[src/rtl/core/trf_pkg.sv]
`timescale 1ns / 1ps
// ----------------------------------------------------------------------------
// Trail ring package
// Shared types and constants of the trail ring buffer with fade.
// ----------------------------------------------------------------------------
package trf_pkg;

  localparam int RING_DEPTH_DEF = 32;
  localparam int CFG_DATA_W     = 16;

  // Function codes of an input word.
  typedef enum logic [1:0] {
    OP_ADD  = 2'd0,
    OP_TICK = 2'd1,
    OP_DRAW = 2'd2
  } op_t;

  // Configuration register indexes.
  localparam logic [1:0] REG_RING_SIZE    = 2'd0;
  localparam logic [1:0] REG_TEXTURED     = 2'd1;
  localparam logic [1:0] REG_GLOBAL_ALPHA = 2'd2;
  localparam logic [1:0] REG_TEX_STEP     = 2'd3;

  localparam logic [5:0]  RING_SIZE_RST    = 6'd32;
  localparam logic [7:0]  GLOBAL_ALPHA_RST = 8'd255;
  localparam logic [16:0] FULL_LIFE        = 17'h10000;

  typedef struct packed {
    logic [1:0]  func;
    logic [31:0] first_x;
    logic [31:0] first_y;
    logic [31:0] first_z;
    logic [31:0] second_x;
    logic [31:0] second_y;
    logic [31:0] second_z;
    logic [31:0] first_rgba;
    logic [31:0] second_rgba;
    logic [16:0] decay;
  } in_word_t;

  typedef struct packed {
    logic        kind;
    logic [31:0] out_x;
    logic [31:0] out_y;
    logic [31:0] out_z;
    logic [31:0] out_rgba;
    logic [21:0] tex_s;
    logic        vertex_side;
    logic [5:0]  live_count;
    logic        last;
  } out_word_t;

  // One stored segment, as held in the segment memory.
  typedef struct packed {
    logic [31:0] first_x;
    logic [31:0] first_y;
    logic [31:0] first_z;
    logic [31:0] second_x;
    logic [31:0] second_y;
    logic [31:0] second_z;
    logic [31:0] first_rgba;
    logic [31:0] second_rgba;
  } seg_t;

  // Classified command handed from the front to the back.
  typedef struct packed {
    op_t         op;
    seg_t        seg;
    logic [16:0] decay;
  } cmd_t;

  typedef struct packed {
    logic [5:0]  ring_size;
    logic        textured_mode;
    logic [7:0]  global_alpha;
    logic [15:0] tex_step;
  } cfg_t;

endpackage

[src/rtl/core/trf_fifo.sv]
`timescale 1ns / 1ps
// ----------------------------------------------------------------------------
// Small queue
// Register-based first-in first-out queue with full and empty flags.
// ----------------------------------------------------------------------------
module trf_fifo #(
  parameter int WIDTH = 8,
  parameter int DEPTH = 2,
  localparam int AW = (DEPTH > 1) ? $clog2(DEPTH) : 1,
  localparam int CW = $clog2(DEPTH + 1)
) (
  input  logic             clk,
  input  logic             rst,
  input  logic             push,
  input  logic [WIDTH-1:0] wdata,
  output logic             full,
  input  logic             pop,
  output logic [WIDTH-1:0] rdata,
  output logic             empty
);

  logic [WIDTH-1:0] mem [DEPTH];
  logic [AW-1:0]    wptr;
  logic [AW-1:0]    rptr;
  logic [CW-1:0]    count;
  logic             push_ok;
  logic             pop_ok;

  assign full    = (count == CW'(DEPTH));
  assign empty   = (count == '0);
  assign push_ok = push && !full;
  assign pop_ok  = pop && !empty;
  assign rdata   = mem[rptr];

  always_ff @(posedge clk) begin
    if (rst) begin
      wptr  <= '0;
      rptr  <= '0;
      count <= '0;
    end else begin
      if (push_ok) begin
        wptr <= (wptr == AW'(DEPTH - 1)) ? '0 : wptr + 1'b1;
      end
      if (pop_ok) begin
        rptr <= (rptr == AW'(DEPTH - 1)) ? '0 : rptr + 1'b1;
      end
      count <= count + CW'(push_ok) - CW'(pop_ok);
    end
  end

  always_ff @(posedge clk) begin
    if (push_ok) begin
      mem[wptr] <= wdata;
    end
  end

endmodule

[src/rtl/core/trf_front.sv]
`timescale 1ns / 1ps
// ----------------------------------------------------------------------------
// Trail ring front end
// Accepts input words, classifies the function and queues commands.
// ----------------------------------------------------------------------------
module trf_front (
  input  logic              clk,
  input  logic              rst,
  input  logic              push,
  input  trf_pkg::in_word_t item,
  output logic              full,
  input  logic              cmd_pop,
  output trf_pkg::cmd_t     cmd,
  output logic              cmd_empty
);

  trf_pkg::cmd_t cmd_in;
  logic          known;

  // An unknown function has no effect at all, so it is taken and dropped.
  assign known = (item.func == trf_pkg::OP_ADD) || (item.func == trf_pkg::OP_TICK) ||
                 (item.func == trf_pkg::OP_DRAW);

  always_comb begin
    cmd_in.op               = trf_pkg::op_t'(item.func);
    cmd_in.seg.first_x      = item.first_x;
    cmd_in.seg.first_y      = item.first_y;
    cmd_in.seg.first_z      = item.first_z;
    cmd_in.seg.second_x     = item.second_x;
    cmd_in.seg.second_y     = item.second_y;
    cmd_in.seg.second_z     = item.second_z;
    cmd_in.seg.first_rgba   = item.first_rgba;
    cmd_in.seg.second_rgba  = item.second_rgba;
    cmd_in.decay            = item.decay;
  end

  trf_fifo #(
    .WIDTH($bits(trf_pkg::cmd_t)),
    .DEPTH(2)
  ) u_cmd_q (
    .clk  (clk),
    .rst  (rst),
    .push (push && known),
    .wdata(cmd_in),
    .full (full),
    .pop  (cmd_pop),
    .rdata(cmd),
    .empty(cmd_empty)
  );

endmodule

[config.mk]
export PLATFORM = sky130hd
export DESIGN_NAME = trf_front
export DESIGN_NICKNAME = d
export VERILOG_FILES = /design/src/rtl/core/trf_pkg.sv /design/src/rtl/core/trf_fifo.sv /design/src/rtl/core/trf_front.sv
export SDC_FILE = /design/constraint.sdc
export NUM_CORES = 1
export LEC_CHECK = 0
export ABC_AREA = 1
export BUFFER_PORTS_ARGS = -buffer_cell sky130_fd_sc_hd__buf_2
export CAP_MARGIN = 10
export CORE_AREA = 4 4 213 215
export CTS_BUF_LIST = sky130_fd_sc_hd__clkbuf_16
export DETAILED_ROUTE_END_ITERATION = 12
export DIE_AREA = 0 0 217 219
export GPL_TIMING_DRIVEN = 1
export PLACE_DENSITY = 0.72
export SKIP_LAST_GASP = 1
export SYNTH_ARGS = -nofsm -noshare
export SYNTH_HDL_FRONTEND = slang
export SYNTH_HIERARCHICAL = 1
export SYNTH_SLANG_ARGS = --single-unit
[constraint.sdc]
create_clock -name clk -period 44.4 [get_ports clk]
set_input_delay 8.88 -clock clk [delete_from_list [all_inputs] [get_ports clk]]
set_output_delay 8.88 -clock clk [all_outputs]
set_load 0.03 [all_outputs]
## Word-level counts from Yosys, hierarchy flattened

Memory sizes are Yosys's and may differ from the RTL's. A register that Yosys moved wholly into a read port is not among the register bits.
Cells that the tools add are included.

| word-level totals | value |
|---|---|
| memories | 1 |
| bits in writable memories | 550 |
| output and inout port bits | 277 |
| word-level logic and storage cells | 26 |
| bits in registers | 4 |
| bits of input ports | 279 |

| operators by class | value |
|---|---|
| equal/unequal tests | 3 |
| add/sub/neg operators | 4 |
| reductions and logical operators | 9 |
| muxes and demuxes | 6 |

Memory list:

| memory | words | width | rd ports | clocked after memory_dff | wr ports | RTL line | RTL |
|---|---|---|---|---|---|---|---|
| u_cmd_q.mem | 2 | 275 | 1 | 1 | 1 | trf_fifo.sv:22 | `logic [WIDTH-1:0] mem [DEPTH];` |

Operators with widths:

| cell | number |
|---|---|
| 1-bit 2-to-1 mux | 6 |
| 2-bit == test (second input constant) | 2 |
| 2-bit logical NOT | 2 |
| 1-bit logical AND | 3 |
| 1-bit adder (second input constant) | 2 |
| 2-bit by 1-bit adder with 2-bit output | 1 |
| 2-bit by 1-bit == test with 1-bit output (second input constant) | 1 |
| 1-bit logical NOT | 2 |
| 1-bit logical OR | 2 |
| 2-bit by 1-bit subtractor with 2-bit output | 1 |

## Depth between registers and ports, before layout

| depth | value |
|---|---|
| depth in word-level cells | 7 |
| gate-level depth with buffers | 11 |
| gate-level depth less buffers | 11 |

## By module

The synthesis kept the hierarchy.

Modules (own cells, without submodules):

| module | times used | sequential area each (µm²) | area each (µm²) | cells an instance |
|---|---|---|---|---|
| trf_fifo | 1 | 16615.9 | 20275.7 | 895 |
| trf_front | 1 | 0.0 | 12.5 | 2 |

## Least setup slack after synthesis

No wires, ideal clock.

| timing | value |
|---|---|
| path kind | input to register |
| start | input port push |
| end | memory u_cmd_q/mem[0][0] in the netlist's numbering (enable) |
| slack | 22.966 ns |
| cell stages on the path | 4 |
| data required time | 43.485 ns |
| path buffers | 0 |
| setup time | 0.915 ns |
| arrival | 20.519 ns |
| cells stage by stage | inv_1 > a21oi_2 > nand2_1 > nor2_1 |

| between the ends | value |
|---|---|
| cells in the longest elaborated chain, start to end | 4 |

Ends and longest elaborated chain:

| what | RTL line | RTL |
|---|---|---|
| start: declaration | trf_front.sv:9 | `input logic push,` |
| 1-bit logical AND | trf_front.sv:43 | `.push (push && known),` |
| 1-bit logical AND | trf_fifo.sv:31 | `assign push_ok = push && !full;` |
| 1-bit 2-to-1 mux | trf_fifo.sv:52 | `if (push_ok) begin` |
| 1-bit 2-to-1 mux (implied by the code) | trf_fifo.sv:53 | `mem[wptr] <= wdata;` |
| end: declaration | trf_fifo.sv:22 |  |

No other way between the ends.

==> summary.md <==
| Metric | Value |
|---|---|
| Result of the run | `completed` |
| Power density relative to cell area | `58.6 nW/um2` |
| CTS tree | `yes` |
| Async set-reset flop share out of synthesis | `0` |
| Cell row count | `77` |
| Hold-critical path depth | `2` |
| Remaining global-route overflow | `0` |
| Share of the clock period used by the worst path after layout | `0.290` |
| Leading post-synthesis cells by cell area | `sky130_fd_sc_hd__edfxtp_1 81%, sky130_fd_sc_hd__mux2_2 14%, sky130_fd_sc_hd__buf_6 1.6%` |
| Worst IR Drop VDD | `0.0000430 V` |
| Deepest clock path buffer count | `3` |
| Pleak | `9.42 nW` |
| Clock buffer count from CTS | `54` |
| Net count of the finished layout | `1767` |
| Worst endpoint data arrival time | `4000 ps` |
| Area of the die | `47500 um2` |
| Total of warnings raised by yosys | `6` |
| Kind of launch point of the worst setup path | `flop` |
| Achievable clock frequency | `0.0776 GHz` |
| XOR/XNOR Fraction of Synth Area | `0` |
| Post-layout minimum cycle time | `12880 ps` |
| Mean number of vias per cell | `4.90` |
| Combinational family with the most area after synthesis | `multiplexers` |
| Clock root cell | `sky130_fd_sc_hd__clkbuf_16` |
| Fraction of synthesized area in multiplexers | `0.156` |
| Vias | `10452` |
| Final cell count without fillers | `2133` |
| Horizontal die dimension | `217 um` |
| Largest area contributor in the netlist | `sky130_fd_sc_hd__edfxtp_1` |
| Endpoints failing hold | `0` |
| Worst-margin pin slew | `1120 ps` |
| Netlist area before placement | `20300 um2` |
| Count of distinct cell types in the synthesized netlist | `14` |
| Relative slew slack | `0.251` |
| Remaining antenna violation count after routing | `0` |
| Weighted congestion at the end of routability-driven global placement | `0.852` |
| Clock net sink count | `555` |
| Number of enable-type register cells in the synthesized netlist | `550` |
| Post-CTS resize count | `0` |
| Syn Nets | `1178` |
| Setup repair after global routing missed its margin | `false` |
| HPWL after detailed placement | `31400 um` |
| Endpoint required time on the critical path | `35520 ps` |
| Clock Latency Late Sink | `570 ps` |
| Max Fanout on Critical Path | `80` |
| Cell Count Post-Placement | `2022` |
| Largest net degree at the start of global routing | `141` |
| Number of instances in the synthesized netlist | `897` |
| Setup Skew | `16.9 ps` |
| Wire length of the first global-routing pass | `65100 um` |
| Count of cells along the worst register-to-register path | `6` |
| Reported max-cap violation count | `0` |
| Number of register bits inferred by synthesis | `555` |
| Adder and majority cell fraction of the synthesized area | `0.00123` |
| Area of all placed cells without fillers | `25300 um2` |
| Number of antenna violations at the first check in global routing | `18` |
| Die Ht | `219 um` |
| Final number of max-transition violations | `0` |
| Post-layout util | `0.578` |
| CTS Hold Buffers Added | `0` |
| Total length of routed wires | `45300 um` |
| Cell area reported after detailed placement | `23600 um2` |
| Simple logic cell fraction of the synthesized area | `0.00389` |
| Syn-to-layout area delta | `24.6%` |
| Final-layout fill cell count | `3358` |
| Worst Hold Class | `reg -> reg` |
| Critical path class | `reg -> out` |
| Fin Setup TNS | `0 ps` |
| Sequential-to-total area share from yosys stat | `0.819` |
| # setup viols final | `0` |
| Global-route total usage across every layer | `0.182` |
| Total DRC errors in the routed layout | `0` |
| Compound-cell area share of the yosys netlist | `0.000925` |
| Post-CTS clock slew at the launch and capture registers of the worst setup and hold paths | `60 ps` |
| Routed len/inst | `21.2 um` |
| First-pass iteration count of the detailed router | `4` |
| Ratio of cells with drive above 1 in the final layout | `0.600` |
| Fraction of synthesized cell area taken by the top area cell type | `0.814` |
| Port Buffer Count | `555` |
| Top cells by count, synth | `550 x sky130_fd_sc_hd__edfxtp_1, 254 x sky130_fd_sc_hd__mux2_2, 29 x sky130_fd_sc_hd__buf_6, 20 x sky130_fd_sc_hd__mux2_4, 11 x sky130_fd_sc_hd__inv_1` |
| Starting density of the core | `0.464` |
| Synthesized area divided by synthesized cell count | `22.6 um2` |
| I/O pin cnt | `556` |
| Starting DRT DRC Count | `631` |
| Post-CTS Setup Repair Bufs | `0` |
| H-tree level count | `2` |
| Vias in the first global route | `11113` |
| Area of the core | `43700 um2` |
| Setup crit end kind | `primary output` |
| Primary FF master, synth | `sky130_fd_sc_hd__edfxtp_1` |
| Cell with the most instances after synthesis | `sky130_fd_sc_hd__edfxtp_1` |
## cell families after synthesis
| group | count (synthesis) |
|---|---|
| AND/OR/NAND/NOR | 20 |
| flip-flops | 555 |
| AO/OA/AOI/OAI | 3 |
| adder cells (fa/ha/maj) | 2 |
| buffers and inverters | 42 |
| multiplexers | 275 |
## flip-flops by register name, summed over array words and instances, names as in the netlist, named ones only
name           count
u_cmd_q/mem      550
u_cmd_q/count      2
u_cmd_q/wptr       1
u_cmd_q/rptr       1
## worst max-delay path, stage by stage (launching register included)
cell                      delay, ps
sky130_fd_sc_hd__dfxtp_4        940
sky130_fd_sc_hd__buf_4          940
sky130_fd_sc_hd__buf_4          760
sky130_fd_sc_hd__mux2_2         420
sky130_fd_sc_hd__buf_2          180
## final timing paths
path / start / endpoint / slack [ps]
max reg2reg: u_cmd_q/count[0] / u_cmd_q/mem[1][212] / 40750
min reg2reg: u_cmd_q/rptr / u_cmd_q/rptr / 520
min: u_cmd_q/rptr / u_cmd_q/rptr / 520
max: flop / cmd[249] / 31520
## cell type report
type / count / area (um2) / share of cell area
flip-flops and latches: 555 / 16600 / 0.658
well taps: 592 / 741 / 0.0293
clock buffers: 55 / 1380 / 0.0545
repair buffers: 564 / 2850 / 0.113
clock inverters: 40 / 299 / 0.0118
multi-input cells: 300 / 3300 / 0.131
diodes: 16 / 40.0 / 0.00158
inverters: 11 / 48.8 / 0.00193
## per-layer routing
layer	global-route usage	vias up	share of wire
met5	0	-	0.00073
met4	0.0899	4	0.042
met3	0.0529	108	0.074
met2	0.315	394	0.52
met1	0.207	5173	0.36
li1	-	4773	-
## layout by cell type (no fill, tap or decap), types with 2 or more instances in the layout
cell type	count
sky130_fd_sc_hd__diode_2	16
sky130_fd_sc_hd__nand2_1	8
sky130_fd_sc_hd__clkbuf_16	55
sky130_fd_sc_hd__inv_1	21
sky130_fd_sc_hd__mux2_4	20
sky130_fd_sc_hd__nor2_1	8
sky130_fd_sc_hd__clkinv_2	10
sky130_fd_sc_hd__mux2_2	254
sky130_fd_sc_hd__inv_6	2
sky130_fd_sc_hd__dfxtp_1	4
sky130_fd_sc_hd__buf_2	555
sky130_fd_sc_hd__nand3_1	3
sky130_fd_sc_hd__ha_1	2
sky130_fd_sc_hd__edfxtp_1	550
sky130_fd_sc_hd__a21oi_1	2
sky130_fd_sc_hd__bufinv_16	4
sky130_fd_sc_hd__clkinv_1	11
sky130_fd_sc_hd__buf_4	9
## stage by stage
step / setup WS [ps] / hold WS, ps / power, W
6_report: 31520 / 523 / 0.00148
5_1_grt: 31300 / 563 / 0.00154
4_1_cts: 31430 / 520 / 0.00150
3_5_place_dp: 31960 / 505 / 0.00107
3_3_place_gp: 32020 / 495 / 0.00106
2_1_floorplan: 22970 / 467 / 0.000980
## report_power, final
group          internal (W)  switching, W  leakage (nW)
registers          0.000643     0.0000203          5.13
logic              0.000131      0.000259          3.42
clock network      0.000247      0.000181         0.872
(Power assumes the default switching activity.)
